## config.mk

```make
export PLATFORM = sky130hd
export DESIGN_NAME = socks5_header_classifier
export DESIGN_NICKNAME = d
export VERILOG_FILES = /design/src/rtl/s5hc_pkg.sv /design/src/rtl/socks5_header_classifier.sv /design/src/rtl/s5hc_parse.sv
export SDC_FILE = /design/constraint.sdc
export NUM_CORES = 1
export LEC_CHECK = 0
export ABC_AREA = 1
export BUFFER_PORTS_ARGS = -buffer_cell sky130_fd_sc_hd__buf_2
export CAP_MARGIN = 20
export CORE_MARGIN = 2
export CORE_UTILIZATION = 57
export DETAILED_ROUTE_END_ITERATION = 8
export PLACE_DENSITY = 0.82
export SYNTH_ARGS = -nofsm -noshare
export SYNTH_HDL_FRONTEND = slang
export SYNTH_SLANG_ARGS = --single-unit
```

## constraint.sdc

```tcl
create_clock -name clk_i -period 11.5 [get_ports clk_i]
set_input_delay 1.725 -clock clk_i [delete_from_list [all_inputs] [get_ports clk_i]]
set_output_delay 1.725 -clock clk_i [all_outputs]
set_load 0.01 [all_outputs]
```

## src/rtl/s5hc_pkg.sv

```systemverilog
// ----------------------------------------------------------------------------
// s5hc_pkg
// Types and constants shared by the SOCKS5 header classifier.
// ----------------------------------------------------------------------------
`default_nettype none

package s5hc_pkg;

  localparam int unsigned PADDR_W = 3;
  localparam int unsigned PDATA_W = 32;

  localparam logic        REG_PROXY_PORT     = 1'b0;
  localparam logic [15:0] DEFAULT_PROXY_PORT = 16'd1080;
  localparam logic [7:0]  SOCKS_VERSION      = 8'd5;

  localparam logic [7:0] ATYP_IPV4   = 8'd1;
  localparam logic [7:0] ATYP_DOMAIN = 8'd3;
  localparam logic [7:0] ATYP_IPV6   = 8'd4;

  localparam logic KIND_ADDR    = 1'b0;
  localparam logic KIND_SUMMARY = 1'b1;

  localparam logic [1:0] VERDICT_NONE   = 2'd0;
  localparam logic [1:0] VERDICT_WEAK   = 2'd1;
  localparam logic [1:0] VERDICT_STRONG = 2'd2;

  typedef enum logic [1:0] {
    MSG_NONE,
    MSG_NEGOTIATION,
    MSG_REQUEST,
    MSG_REPLY
  } msg_type_e;

  typedef struct packed {
    logic [7:0]  data_byte;
    logic        first_byte;
    logic [15:0] payload_length;
    logic [15:0] packet_port;
    logic        is_tcp;
  } in_item_t;

  typedef struct packed {
    logic        result_kind;
    logic [7:0]  addr_byte;
    logic [7:0]  addr_index;
    logic [1:0]  verdict;
    logic [1:0]  message_type;
    logic [7:0]  command_code;
    logic [7:0]  address_type;
    logic [7:0]  address_length;
    logic [7:0]  method_count;
    logic [7:0]  first_method;
    logic [15:0] dest_port;
    logic        port_valid;
  } out_item_t;

  typedef struct packed {
    logic [15:0] byte_position;
    logic        version_ok;
    logic [7:0]  second_byte;
    logic [7:0]  reserved_byte;
    logic [7:0]  addr_type_byte;
    logic [7:0]  domain_length;
    logic [15:0] port_accumulator;
  } parse_state_t;

endpackage

`default_nettype wire

```

## src/rtl/socks5_header_classifier.sv

```systemverilog
// Each accepted byte waits in the input register until the output is free; the
// input register feeds one parse stage that writes the result register.
// Throughput: one byte per cycle while the output is not stalled.
// Reset: asynchronous, active low; clears the parser state and the pipeline,
// and loads proxy_port with 1080.
// ----------------------------------------------------------------------------
// socks5_header_classifier
// Classifies SOCKS5 payloads byte by byte and streams address bytes.
// ----------------------------------------------------------------------------
`default_nettype none

module socks5_header_classifier (
  input  logic                          clk_i,
  input  logic                          rst_ni,
  input  logic                          in_valid_i,
  output logic                          in_stall_o,
  input  s5hc_pkg::in_item_t            in_item_i,
  output logic                          out_valid_o,
  input  logic                          out_stall_i,
  output s5hc_pkg::out_item_t           out_item_o,
  input  logic                          psel,
  input  logic                          penable,
  input  logic                          pwrite,
  input  logic [s5hc_pkg::PADDR_W-1:0]  paddr,
  input  logic [s5hc_pkg::PDATA_W-1:0]  pwdata,
  output logic [s5hc_pkg::PDATA_W-1:0]  prdata,
  output logic                          pready
);
  import s5hc_pkg::*;

  logic         s1_valid_q, s1_valid_d;
  in_item_t     s1_item_q;
  parse_state_t state_q, state_d;
  logic         out_valid_q, out_valid_d;
  out_item_t    out_item_q;
  logic [15:0]  proxy_port_q, proxy_port_d;
  logic         out_free;
  logic         s1_fire;
  logic         in_fire;
  logic         res_valid;
  out_item_t    res_item;
  logic         reg_wr;

  s5hc_parse u_parse (
    .item_i       (s1_item_q),
    .state_i      (state_q),
    .proxy_port_i (proxy_port_q),
    .state_o      (state_d),
    .res_valid_o  (res_valid),
    .res_item_o   (res_item)
  );

  assign out_free   = !out_valid_q || !out_stall_i;
  assign s1_fire    = s1_valid_q && out_free;
  assign in_stall_o = s1_valid_q && !out_free;
  assign in_fire    = in_valid_i && !in_stall_o;

  assign s1_valid_d  = in_fire || (s1_valid_q && !s1_fire);
  assign out_valid_d = out_free ? (s1_fire && res_valid) : out_valid_q;

  assign reg_wr       = psel && penable && pwrite && pready;
  assign proxy_port_d = (reg_wr && (paddr[2] == REG_PROXY_PORT)) ? pwdata[15:0]
                                                                   : proxy_port_q;
  assign pready = 1'b1;
  assign prdata = (paddr[2] == REG_PROXY_PORT) ? PDATA_W'(proxy_port_q) : '0;

  assign out_valid_o = out_valid_q;
  assign out_item_o  = out_item_q;

  always_ff @(posedge clk_i or negedge rst_ni) begin
    if (!rst_ni) begin
      s1_valid_q   <= 1'b0;
      out_valid_q  <= 1'b0;
      state_q      <= '0;
      proxy_port_q <= DEFAULT_PROXY_PORT;
    end else begin
      s1_valid_q   <= s1_valid_d;
      out_valid_q  <= out_valid_d;
      proxy_port_q <= proxy_port_d;
      if (s1_fire) begin
        state_q <= state_d;
      end
    end
  end

  always_ff @(posedge clk_i) begin
    if (in_fire) begin
      s1_item_q <= in_item_i;
    end
    if (s1_fire && res_valid) begin
      out_item_q <= res_item;
    end
  end

endmodule

`default_nettype wire

```

## src/rtl/s5hc_parse.sv

```systemverilog
// ----------------------------------------------------------------------------
// s5hc_parse
// Next parser state and result for one payload byte.
// ----------------------------------------------------------------------------
`default_nettype none

module s5hc_parse (
  input  s5hc_pkg::in_item_t     item_i,
  input  s5hc_pkg::parse_state_t state_i,
  input  logic [15:0]            proxy_port_i,
  output s5hc_pkg::parse_state_t state_o,
  output logic                   res_valid_o,
  output s5hc_pkg::out_item_t    res_item_o
);
  import s5hc_pkg::*;

  parse_state_t cur;
  logic [15:0]  p;
  logic         in_range;
  logic         is_final;
  logic         ver_n;
  logic [7:0]   sec_n;
  logic [7:0]   res_n;
  logic [7:0]   atyp_n;
  logic [7:0]   dlen_n;
  logic [15:0]  acc_n;
  logic         atyp_ok;
  logic         req_shape;
  logic         span_ok;
  logic [2:0]   start;
  logic [7:0]   alen;
  logic [8:0]   win_end;
  logic [8:0]   port_end;
  logic         in_addr;
  logic         in_port;
  logic         neg;
  logic         req;

  always_comb begin
    cur = item_i.first_byte ? '0 : state_i;
    p = cur.byte_position;
    in_range = p < item_i.payload_length;
    is_final = in_range && ((17'(p) + 17'd1) == 17'(item_i.payload_length));

    ver_n  = cur.version_ok;
    sec_n  = cur.second_byte;
    res_n  = cur.reserved_byte;
    atyp_n = cur.addr_type_byte;
    dlen_n = cur.domain_length;
    if (in_range) begin
      unique case (p)
        16'd0:   ver_n  = (item_i.data_byte == SOCKS_VERSION);
        16'd1:   sec_n  = item_i.data_byte;
        16'd2:   res_n  = item_i.data_byte;
        16'd3:   atyp_n = item_i.data_byte;
        16'd4:   dlen_n = item_i.data_byte;
        default: ;
      endcase
    end

    atyp_ok = (atyp_n == ATYP_IPV4) || (atyp_n == ATYP_DOMAIN) || (atyp_n == ATYP_IPV6);
    req_shape = (item_i.payload_length >= 16'd6) && ver_n && (res_n == 8'd0) && atyp_ok;

    span_ok = 1'b0;
    start   = 3'd0;
    alen    = 8'd0;
    if (req_shape) begin
      priority if (atyp_n == ATYP_IPV4) begin
        span_ok = item_i.payload_length >= 16'd10;
        start   = 3'd4;
        alen    = 8'd4;
      end else if (atyp_n == ATYP_DOMAIN) begin
        span_ok = 17'(item_i.payload_length) >= (17'(dlen_n) + 17'd7);
        start   = 3'd5;
        alen    = dlen_n;
      end else begin
        span_ok = item_i.payload_length >= 16'd22;
        start   = 3'd4;
        alen    = 8'd16;
      end
      if (!span_ok) begin
        start = 3'd0;
        alen  = 8'd0;
      end
    end

    win_end  = 9'(start) + 9'(alen);
    port_end = win_end + 9'd2;
    in_addr  = in_range && span_ok && (p >= 16'd4) && (p >= 16'(start)) && (p < 16'(win_end));
    in_port  = in_range && span_ok && (p >= 16'd4) && (p >= 16'(win_end)) &&
               (p < 16'(port_end));

    acc_n = cur.port_accumulator;
    if (in_port) begin
      acc_n = {cur.port_accumulator[7:0], item_i.data_byte};
    end

    state_o.byte_position    = (p == 16'hFFFF) ? p : p + 16'd1;
    state_o.version_ok       = ver_n;
    state_o.second_byte      = sec_n;
    state_o.reserved_byte    = res_n;
    state_o.addr_type_byte   = atyp_n;
    state_o.domain_length    = dlen_n;
    state_o.port_accumulator = acc_n;

    neg = (item_i.payload_length >= 16'd3) && ver_n &&
          (17'(item_i.payload_length) >= (17'(sec_n) + 17'd2));
    req = req_shape && (sec_n >= 8'd1) && (sec_n <= 8'd3);

    res_item_o  = '0;
    res_valid_o = 1'b0;
    if (is_final) begin
      res_valid_o            = 1'b1;
      res_item_o.result_kind = KIND_SUMMARY;
      if (item_i.is_tcp && (item_i.payload_length >= 16'd3) && (neg || req)) begin
        res_item_o.verdict = (item_i.packet_port == proxy_port_i) ? VERDICT_STRONG
                                                                   : VERDICT_WEAK;
      end else begin
        res_item_o.verdict = VERDICT_NONE;
      end
      if ((item_i.payload_length >= 16'd3) && ver_n) begin
        priority if (req_shape) begin
          res_item_o.message_type = (sec_n == 8'd0) ? MSG_REPLY : MSG_REQUEST;
          res_item_o.command_code = sec_n;
          res_item_o.address_type = atyp_n;
          if (span_ok) begin
            res_item_o.address_length = alen;
            res_item_o.dest_port      = acc_n;
            res_item_o.port_valid     = 1'b1;
          end
        end else if (17'(item_i.payload_length) >= (17'(sec_n) + 17'd2)) begin
          res_item_o.message_type = MSG_NEGOTIATION;
          res_item_o.method_count = sec_n;
          res_item_o.first_method = (sec_n != 8'd0) ? res_n : 8'd0;
        end else begin
          res_item_o.message_type = MSG_NONE;
        end
      end
    end else if (in_addr) begin
      res_valid_o            = 1'b1;
      res_item_o.result_kind = KIND_ADDR;
      res_item_o.addr_byte   = item_i.data_byte;
      res_item_o.addr_index  = 8'(p - 16'(start));
    end
  end

endmodule

`default_nettype wire

```

==> results of run 1 <==
## cell type report
| type | instances | area share [%] |
|---|---|---|
| inverter | 189 | 5.32 |
| multi-input combinational | 944 | 38.3 |
| timing repair buffer | 170 | 6.50 |
| sequential | 203 | 42.2 |
| tap | 270 | 2.51 |
| clock inverter | 10 | 0.631 |
| clock buffer | 30 | 4.54 |
## per-layer routing
layer	share of wire [%]	global-route usage (%)	vias to the layer above
met5	0	0	-
met4	3.1	8.38	0
met3	8.0	3.70	78
met2	48	43.3	482
met1	41	35.0	4588
li1	-	-	4780
## synth_stat cells (7+ instances only)
cell,n,area (µm²)
buf_2,8,40.0
dfrtp_1,79,1980
clkbuf_1,23,86.3
buf_4,17,128
xnor2_1,11,96.3
nand2_4,7,78.8
ha_1,60,751
inv_2,14,52.6
mux2i_1,7,70.1
nand3_1,78,390
nor2_1,191,717
edfxtp_1,120,3600
o21ai_0,91,455
nor2_2,14,87.6
inv_1,173,649
o21ai_1,28,140
a21oi_1,44,220
nand2_1,248,931
nand4_1,20,125
nand2_2,13,81.3
nor3_1,11,55.1
xor2_1,40,350
## worst max-delay path: cells and delay by family, from the launching register on
family          cells  cell delay (ns)
fa+ha+maj           7             1.77
simple gates       23             3.94
flops               1             0.67
compound gates      9             2.07
buf+inv             6             0.81
xor+xnor            2             0.49
## kinds of logic (layout without fill, tap and decap cells)
logic type      Yosys count  after routing
compound gates          188            188
xor+xnor                 51             51
fa+ha+maj                60             60
buf+inv                 244            399
flops                   203            203
mux                       7              7
other cells               2             22
simple gates            616            616
## registers in the layout, summed over array words and instances (netlist names)
register,cells
out_item_o,78
out_valid_o,1
proxy_port_q,16
s1_item_q,42
s1_valid_q,1
state_q,65
## power groups by stage
stage	clock, mW	sequential (mW)	combinational, mW
after floorplan	0	0.834	0.162
after global placement	0	0.841	0.212
after detailed placement	0	0.842	0.218
after CTS	0.690	0.828	0.222
after global routing	0.718	0.831	0.251
final	0.684	0.829	0.225
## final timing paths
kind	from	to	slack [ns]	depth (start not counted)
worst max-delay path	s1_item_q[33]$_DFFE_PP_	out_item_o[7]$_SDFFCE_PN0P_	1.45	47
worst min register to register	state_q[17]$_DFFE_PN0P_	state_q[17]$_DFFE_PN0P_	0.49	2
max in group asynchronous	rst_ni	proxy_port_q[14]$_DFFE_PN0P_	9.23	2
min in group asynchronous	rst_ni	state_q[11]$_DFFE_PN0P_	1.13	1
worst max register to register	s1_item_q[33]$_DFFE_PP_	out_item_o[7]$_SDFFCE_PN0P_	1.45	47
worst min-delay path	state_q[17]$_DFFE_PN0P_	state_q[17]$_DFFE_PN0P_	0.49	2
## through the flow
step           area, µm²  instances  setup WS [ns]  power (mW)  hold slack, ns
3_5_place_dp       12800       1776           1.73        1.06           0.474
4_1_cts            13500       1816           1.69        1.74           0.489
3_3_place_gp       12800       1776           1.91        1.05           0.467
2_1_floorplan      11900       1391           1.37       0.996           0.453
6_report           13500       1816           1.45        1.74           0.488
5_1_grt            13500       1816          0.763        1.80           0.504
==> impl_metrics.csv, run 1 <==
group,metric,value,unit
route,finalWirelength,28.7,mm
synth,syn_area_per_cell,8.61,µm²
sta,drv_slew,0,
job,drv_cap,0,
cts,clock-sinks,203,
route,drtPass1Iterations,6,
route,avgRoutedWirePerCell,15.8,µm
synth,synth_compound_area_share,8.59,%
sta,skew,0.0137,ns
cells_and_area,drive_gt1_share,18.1,%
synth,synth_fa_ha_area_share,6.36,%
power_and_ir_drop,comb_power_share,12.9,%
setup_path,cp_max_fo,32,
cells_and_area,fillers,1607,
route,ant_nets,0,
status,status,"complete, no violations",
grt,grt_pass1_wl,45.9,mm
power_and_ir_drop,p_switching,0.461,mW
cts,cts_tree,"done",
setup_path,crit_slowest_cell,"nor3_2",
setup_path,cp_common_cell,"ha_1",
placement,post-dp-hpwl,20.5,mm
cts,cts_buffers,22,
synth,synth_edf_count,120,
power_and_ir_drop,p_clk_share,39.4,%
sta,rsz0062_at_grt,"no",
floorplanning,die_x,148,µm
cells_and_area,layout_common_cells,"nand2_1, nor2_1, inv_1",
grt,grt.overflow.total,0,
setup_path,cpPeakStageDelay,0.76,ns
synth,synthMuxAreaShare,0.594,%
floorplanning,start_util,58.1,%
grt,antenna_found_initial,0,
synth,synth-main-ff-cell,"edfxtp_1",
floorplanning,die_h,148,µm
setup_path,start_kind,"flip-flop",
cells_and_area,final_util,66.4,%
setup_path,end_kind,"flip-flop",
cts,cts-root-buf,"clkbuf_16",
power_and_ir_drop,power_per_cell_area,129,nW/µm²
grt,grt_start_max_net_pins,92,
floorplanning,fp-row-count,52,
cells_and_area,finalNetCount,1674,
synth,synthXorXnorAreaFrac,3.78,%
synth,ys_types,55,
power_and_ir_drop,total_leakage_power,5.81,nW
power_and_ir_drop,sw_frac_of_total,26.5,%
cts,htreeDepth,1,
cells_and_area,syn_to_final_growth,14.2,%
synth,syn_area,11800,µm²
synth,syn_inst,1371,
cells_and_area,multi_input_area,5160,µm²
cts,post_cts_resized,0,
setup_path,path_class,"flip-flop to flip-flop",
sta,timing.slew.headroom,30.1,%
floorplanning,io-pin-count,197,
grt,grt_usage,25.9,%
cts,clkLatencyLatePin,0.51,ns
synth,yosysWarnings,0,
synth,ys_seq_elements,203,
setup_path,arrival,10.30,ns
synth,synth_top_family_by_area,"simple AND/OR/NAND/NOR gates",
sta,hold_violations,0,
placement,io_buffers,161,
route,drtIter0Drc,966,
sta,fmax,99.5,MHz
power_and_ir_drop,power_frac_seq,47.7,%
floorplanning,dieArea,21900,µm²
sta,tns,0,ns
cells_and_area,diodes,0,
cts,hold_buffers,0,
power_and_ir_drop,p_int,1.28,mW
cts,clockBufferDepth,3,
power_and_ir_drop,ir_worst_vdd,0.112,mV
synth,synthArstFlopShare,40.9,%
synth,synth_simple_gate_area_share,23.6,%
sta,period_share,87.4,%
sta,period_needed,10.05,ns
route,drc_errors,0,
synth,synth-seq-area-share,48.2,%
sta,worst_slew_pin_slew,1.03,ns
cells_and_area,layout_commonest_cell,"nand2_1",
grt,first_global_vias,9328,
sta,setup_viol,0,
floorplanning,core-area,20300,µm²
route,viasPerCell,5.47,
cts,clk_pin_slew,0.06,ns
cells_and_area,seq_area,5690,µm²
route,num_vias,9928,
setup_path,cp.required,11.74,ns
cts,post_cts_buffers,0,
worst_hold_path,hp-class,"flip-flop to flip-flop",
placement,place.gp.congestion,0.957,
(Power assumes the default switching activity.)
==> run 2, diff against run 1 <==
- MAX_ROUTING_LAYER: default -> met4
==> impl_metrics.csv, run 2 (synthesis results as in run 1) <==
group,metric,value,unit
cells_and_area,layout.cells.non_filler,1818,
power_and_ir_drop,total_leakage_power,5.82,nW
power_and_ir_drop,ir_worst_vdd,0.135,mV
floorplanning,die_h,148,µm
cts,cts_tree,"done",
placement,dp_cells,1776,
job,drv_cap,0,
route,finalWirelength,28.3,mm
cells_and_area,diodes,0,
power_and_ir_drop,p_switching,0.463,mW
route,viasPerCell,5.39,
route,drc_errors,0,
setup_path,arrival,10.37,ns
setup_path,cp_common_cell,"ha_1",
grt,grt_usage,26.4,%
setup_path,cp_max_fo,32,
cts,clockBufferDepth,3,
route,ant_nets,0,
setup_path,cp.required,11.83,ns
route,avgRoutedWirePerCell,15.6,µm
status,status,"complete, no violations",
grt,grt.overflow.total,0,
sta,skew,0.0373,ns
sta,fmax,99.6,MHz
sta,worst_slack,1.46,ns
sta,period_share,87.3,%
grt,antenna_found_initial,0,
power_and_ir_drop,comb_power_share,12.7,%
cts,cts-root-buf,"clkbuf_16",
placement,post-dp-hpwl,20.5,mm
route,num_vias,9796,
floorplanning,core-area,20300,µm²
sta,hold_violations,0,
cells_and_area,largest_register_ffs,78,
setup_path,cpPeakStageDelay,0.71,ns
cts,cts_buffers,23,
floorplanning,dieArea,21900,µm²
cts,post_cts_resized,0,
setup_path,critPathTopFamily,"simple AND/OR/NAND/NOR gates",
placement,pre_cts_slack,1.74,ns
cells_and_area,syn_to_final_growth,14.5,%
cells_and_area,fillers,1615,
placement,place.gp.congestion,0.927,
floorplanning,start_util,58.1,%
cts,clkLatencyLatePin,0.53,ns
power_and_ir_drop,p_clk_share,39.9,%
sta,worst_slew_pin_slew,0.878,ns
power_and_ir_drop,finalPower,1.75,mW
cts,post_cts_buffers,0,
setup_path,worst-path-buf-inv,6,
floorplanning,die_x,148,µm
placement,place_area,12800,µm²
route,drtPass1Iterations,6,
cts,clk_pin_slew,0.06,ns
power_and_ir_drop,sw_frac_of_total,26.5,%
floorplanning,fp-row-count,52,
grt,grt_start_max_net_pins,92,
sta,period_needed,10.04,ns
setup_path,path_class,"flip-flop to flip-flop",
worst_hold_path,hp-class,"flip-flop to flip-flop",
placement,io_buffers,161,
cells_and_area,finalNetCount,1675,
setup_path,end_kind,"flip-flop",
sta,rsz0062_at_grt,"no",
setup_path,crit_slowest_cell,"nor3_2",
sta,setup_viol,0,
power_and_ir_drop,p_int,1.29,mW
power_and_ir_drop,power_frac_seq,47.4,%
grt,first_global_vias,9159,
cells_and_area,layout_common_cells,"nand2_1, nor2_1, inv_1",
sta,tns,0,ns
setup_path,start_kind,"flip-flop",
floorplanning,io-pin-count,197,
route,drtIter0Drc,936,
sta,drv_slew,0,
cts,htreeDepth,1,
cells_and_area,final_area,13500,µm²
cells_and_area,layout_commonest_cell,"nand2_1",
grt,grt_pass1_wl,45.5,mm
cts,clock-sinks,203,
cts,hold_buffers,0,
sta,timing.slew.headroom,40.7,%
cells_and_area,drive_gt1_share,18.4,%
power_and_ir_drop,power_per_cell_area,130,nW/µm²
==> run 2: changes by cell type in the layout (fill, tap and decap cells not counted), sizes merged <==
cell	before	now
clkinvlp	2	3
inv	188	189
==> run 2: path summary, 6_finish.rpt <==
kind                       slack (ns)                     from  cells past startpoint                          end
max                              1.46  s1_item_q[33]$_DFFE_PP_                     46  out_item_o[2]$_SDFFCE_PN0P_
max reg2reg                      1.46  s1_item_q[33]$_DFFE_PP_                     46  out_item_o[2]$_SDFFCE_PN0P_
max in group asynchronous        9.23                   rst_ni                      2       state_q[4]$_DFFE_PN0P_
min in group asynchronous        1.14                   rst_ni                      1      state_q[52]$_DFFE_PN0P_
min reg2reg                      0.49  state_q[19]$_DFFE_PN0P_                      2      state_q[19]$_DFFE_PN0P_
min                              0.49  state_q[19]$_DFFE_PN0P_                      2      state_q[19]$_DFFE_PN0P_
==> run 2: per-layer routing <==
metal  share of wire, %  vias to the layer above  GRT usage, %
met5                  0                        -             -
met4                2.4                        0          6.05
met3                6.6                       64          3.30
met2                 49                      391          43.5
met1                 42                     4558          35.5
li1                   -                     4783             -
==> run 2: metrics by stage <==
step,utilization (%),hold slack [ns]
2_1_floorplan,-,0.453
3_3_place_gp,63.0,0.467
3_5_place_dp,63.0,0.473
4_1_cts,66.5,0.487
5_1_grt,66.5,0.500
6_report,66.5,0.486
==> run 2: final cells by class <==
type                       instances  area (µm²)  area share, %
timing repair buffer             170         876           6.48
multi-input combinational        944        5160           38.2
sequential                       203        5690           42.1
clock inverter                    12         108          0.797
tap                              270         338           2.50
clock buffer                      30         622           4.60
inverter                         189         717           5.31
==> run 2: power groups by stage <==
stage	Clock [mW]	Sequential (mW)	Combinational (mW)
after floorplan	0	0.834	0.162
after global placement	0	0.841	0.212
after detailed placement	0	0.843	0.219
after CTS	0.707	0.829	0.221
after global routing	0.738	0.832	0.251
final	0.698	0.829	0.223
==> run 2: worst min-delay path: stages, from the launching register on <==
cell and delay, ns:
dfrtp_1 0.34, nand2_1 0.05, o21ai_0 0.06
==> run 3, diff against run 2 <==
- ABC_AREA: 1 -> default
==> impl_metrics.csv, run 3 <==
group,metric,value,unit
power_and_ir_drop,p_clk_share,39.0,%
sta,hold_violations,0,
floorplanning,fp-row-count,51,
floorplanning,start_util,58.3,%
power_and_ir_drop,finalPower,1.86,mW
synth,synth-main-ff-cell,"edfxtp_1",
power_and_ir_drop,sw_frac_of_total,26.0,%
synth,yosysWarnings,0,
cts,cts-root-buf,"clkbuf_16",
grt,antenna_found_initial,0,
grt,first_global_vias,8565,
job,drv_cap,0,
cts,clkLatencyLatePin,0.51,ns
sta,setup_viol,0,
cells_and_area,layout_common_cells,"buf_2, edfxtp_1, nor2_1",
route,drtIter0Drc,652,
sta,worst_slack,0.762,ns
floorplanning,core-area,19500,µm²
power_and_ir_drop,total_leakage_power,5.39,nW
synth,synth_top_area_share,31.6,%
grt,grt.busiest_layer,"met2",
cells_and_area,final_area,13200,µm²
cts,cts_tree,"done",
setup_path,crit_slowest_cell,"edfxtp_1",
grt,met1_usage,33.4,%
grt,grt.overflow.total,0,
cells_and_area,diodes,0,
setup_path,cp_max_fo,36,
cts,cts_buffers,22,
cts,htreeDepth,1,
cells_and_area,layout_commonest_cell,"buf_2",
sta,period_needed,10.74,ns
placement,post-dp-hpwl,19.3,mm
cts,post_cts_resized,0,
floorplanning,io-pin-count,197,
cells_and_area,final_util,67.6,%
setup_path,path_class,"flip-flop to flip-flop",
cells_and_area,fillers,1534,
sta,drv_slew,0,
setup_path,cp.required,11.88,ns
setup_path,end_kind,"flip-flop",
sta,worst_slew_pin_slew,1.02,ns
synth,syn_area_per_cell,10.6,µm²
sta,tns,0,ns
sta,skew,0.0186,ns
synth,ys_types,77,
power_and_ir_drop,p_int,1.37,mW
grt,grt_usage,26.2,%
grt,grt_pass1_wl,43.9,mm
cts,post_cts_buffers,0,
worst_hold_path,hp-class,"flip-flop to flip-flop",
cells_and_area,syn_to_final_growth,15.9,%
sta,timing.slew.headroom,32.1,%
setup_path,start_kind,"flip-flop",
power_and_ir_drop,p_switching,0.483,mW
cells_and_area,finalNetCount,1377,
cts,clk_pin_slew,0.06,ns
cells_and_area,largest_register_ffs,78,
synth,synth_edf_count,120,
placement,place_area,12400,µm²
route,num_vias,8834,
setup_path,cp_common_cell,"ha_1",
synth,synth_area_leaders,"edfxtp_1, dfrtp_1, ha_1",
route,viasPerCell,5.83,
synth,synth_largest_area_cell,"edfxtp_1",
route,drtPass1Iterations,5,
placement,io_buffers,161,
sta,period_share,93.4,%
synth,syn_area,11400,µm²
sta,rsz0062_at_grt,"no",
power_and_ir_drop,comb_power_share,14.2,%
status,status,"complete, no violations",
synth,synthArstFlopShare,40.9,%
route,drc_errors,0,
sta,fmax,93.1,MHz
floorplanning,die_x,145,µm
synth,synth_most_common_cell,"edfxtp_1",
power_and_ir_drop,ir_worst_vdd,0.133,mV
synth,ys_seq_elements,203,
grt,met2_usage,44.1,%
setup_path,cpPeakStageDelay,0.77,ns
route,avgRoutedWirePerCell,18.0,µm
route,ant_nets,0,
placement,pre_cts_slack,0.943,ns
placement,place.gp.congestion,0.979,
synth,synthTopCellsByCount,"edfxtp_1, nor2_1, nand2_1, dfrtp_1, a21oi_1",
synth,syn_inst,1074,
floorplanning,dieArea,21100,µm²
route,finalWirelength,27.3,mm
cts,clock-sinks,203,
power_and_ir_drop,power_per_cell_area,141,nW/µm²
cts,clockBufferDepth,3,
cts,hold_buffers,0,
floorplanning,die_h,145,µm
power_and_ir_drop,power_frac_seq,46.8,%
grt,use_met3,3.42,%
grt,grt_start_max_net_pins,80,
cells_and_area,drive_gt1_share,20.6,%
setup_path,arrival,11.12,ns
synth,synth-seq-area-share,49.9,%
-- run 3: cell families (layout without fill, tap and decap cells) --
kind of cell             after synthesis  in the layout  share of synthesized area (%)
other                                  2             22                         0.0660
multiplexers                          39             39                           3.70
adder cells (fa/ha/maj)               60             60                           6.59
AO/OA/AOI/OAI                        206            206                           12.4
buffers and inverters                102            257                           4.10
XOR/XNOR                              65             65                           5.12
AND/OR/NAND/NOR                      397            397                           18.1
flip-flops                           203            203                           49.9
-- run 3: final timing paths --
check	start	endpoint	slack [ns]	cells after the start
max	s1_item_q[33]$_DFFE_PP_	state_q[12]$_DFFE_PN0P_	0.76	41
min	state_q[22]$_DFFE_PN0P_	state_q[22]$_DFFE_PN0P_	0.48	2
max reg2reg	s1_item_q[33]$_DFFE_PP_	state_q[12]$_DFFE_PN0P_	0.76	41
min reg2reg	state_q[22]$_DFFE_PN0P_	state_q[22]$_DFFE_PN0P_	0.48	2
max in group asynchronous	rst_ni	proxy_port_q[10]$_DFFE_PN1P_	9.62	3
min in group asynchronous	rst_ni	state_q[54]$_DFFE_PN0P_	1.02	1
-- run 3: power groups by stage --
stage	sequential [mW]	clock [mW]	combinational, mW
after global placement	0.879	0	0.248
after global routing	0.875	0.762	0.292
after floorplan	0.854	0	0.204
final	0.869	0.724	0.263
after detailed placement	0.881	0	0.257
after CTS	0.867	0.734	0.260
-- run 3: cell type report --
| type | count | area (µm²) | share of cell area (%) |
|---|---|---|---|
| Inverter | 38 | 143 | 1.08 |
| Timing Repair Buffer | 179 | 963 | 7.30 |
| Clock buffer | 29 | 608 | 4.61 |
| Tap cell | 265 | 332 | 2.51 |
| Sequential cell | 203 | 5690 | 43.1 |
| Clock inverter | 11 | 143 | 1.08 |
| Multi-Input combinational cell | 789 | 5320 | 40.3 |
-- run 3: layer usage --
layer | share of wire [%] | up-vias
met1 | 41 | 4230
met2 | 50 | 349
met5 | 0 | -
met4 | 3.0 | 0
li1 | - | 4182
met3 | 5.9 | 73
-- run 3: worst max-delay path, delay by kind of cell (launching register included) --
family / cells / cell delay [ns]
adder cells (fa/ha/maj): 5 / 1.08
buffers and inverters: 6 / 1.50
AO/OA/AOI/OAI: 16 / 4.43
XOR/XNOR: 1 / 0.18
flip-flops: 1 / 0.77
multiplexers: 2 / 0.59
AND/OR/NAND/NOR: 11 / 2.04
-- run 3: metrics by stage --
step / cells / hold WS, ns
6_report: 1514 / 0.478
5_1_grt: 1514 / 0.503
4_1_cts: 1513 / 0.480
3_5_place_dp: 1473 / 0.463
3_3_place_gp: 1473 / 0.453
2_1_floorplan: 1094 / 0.438
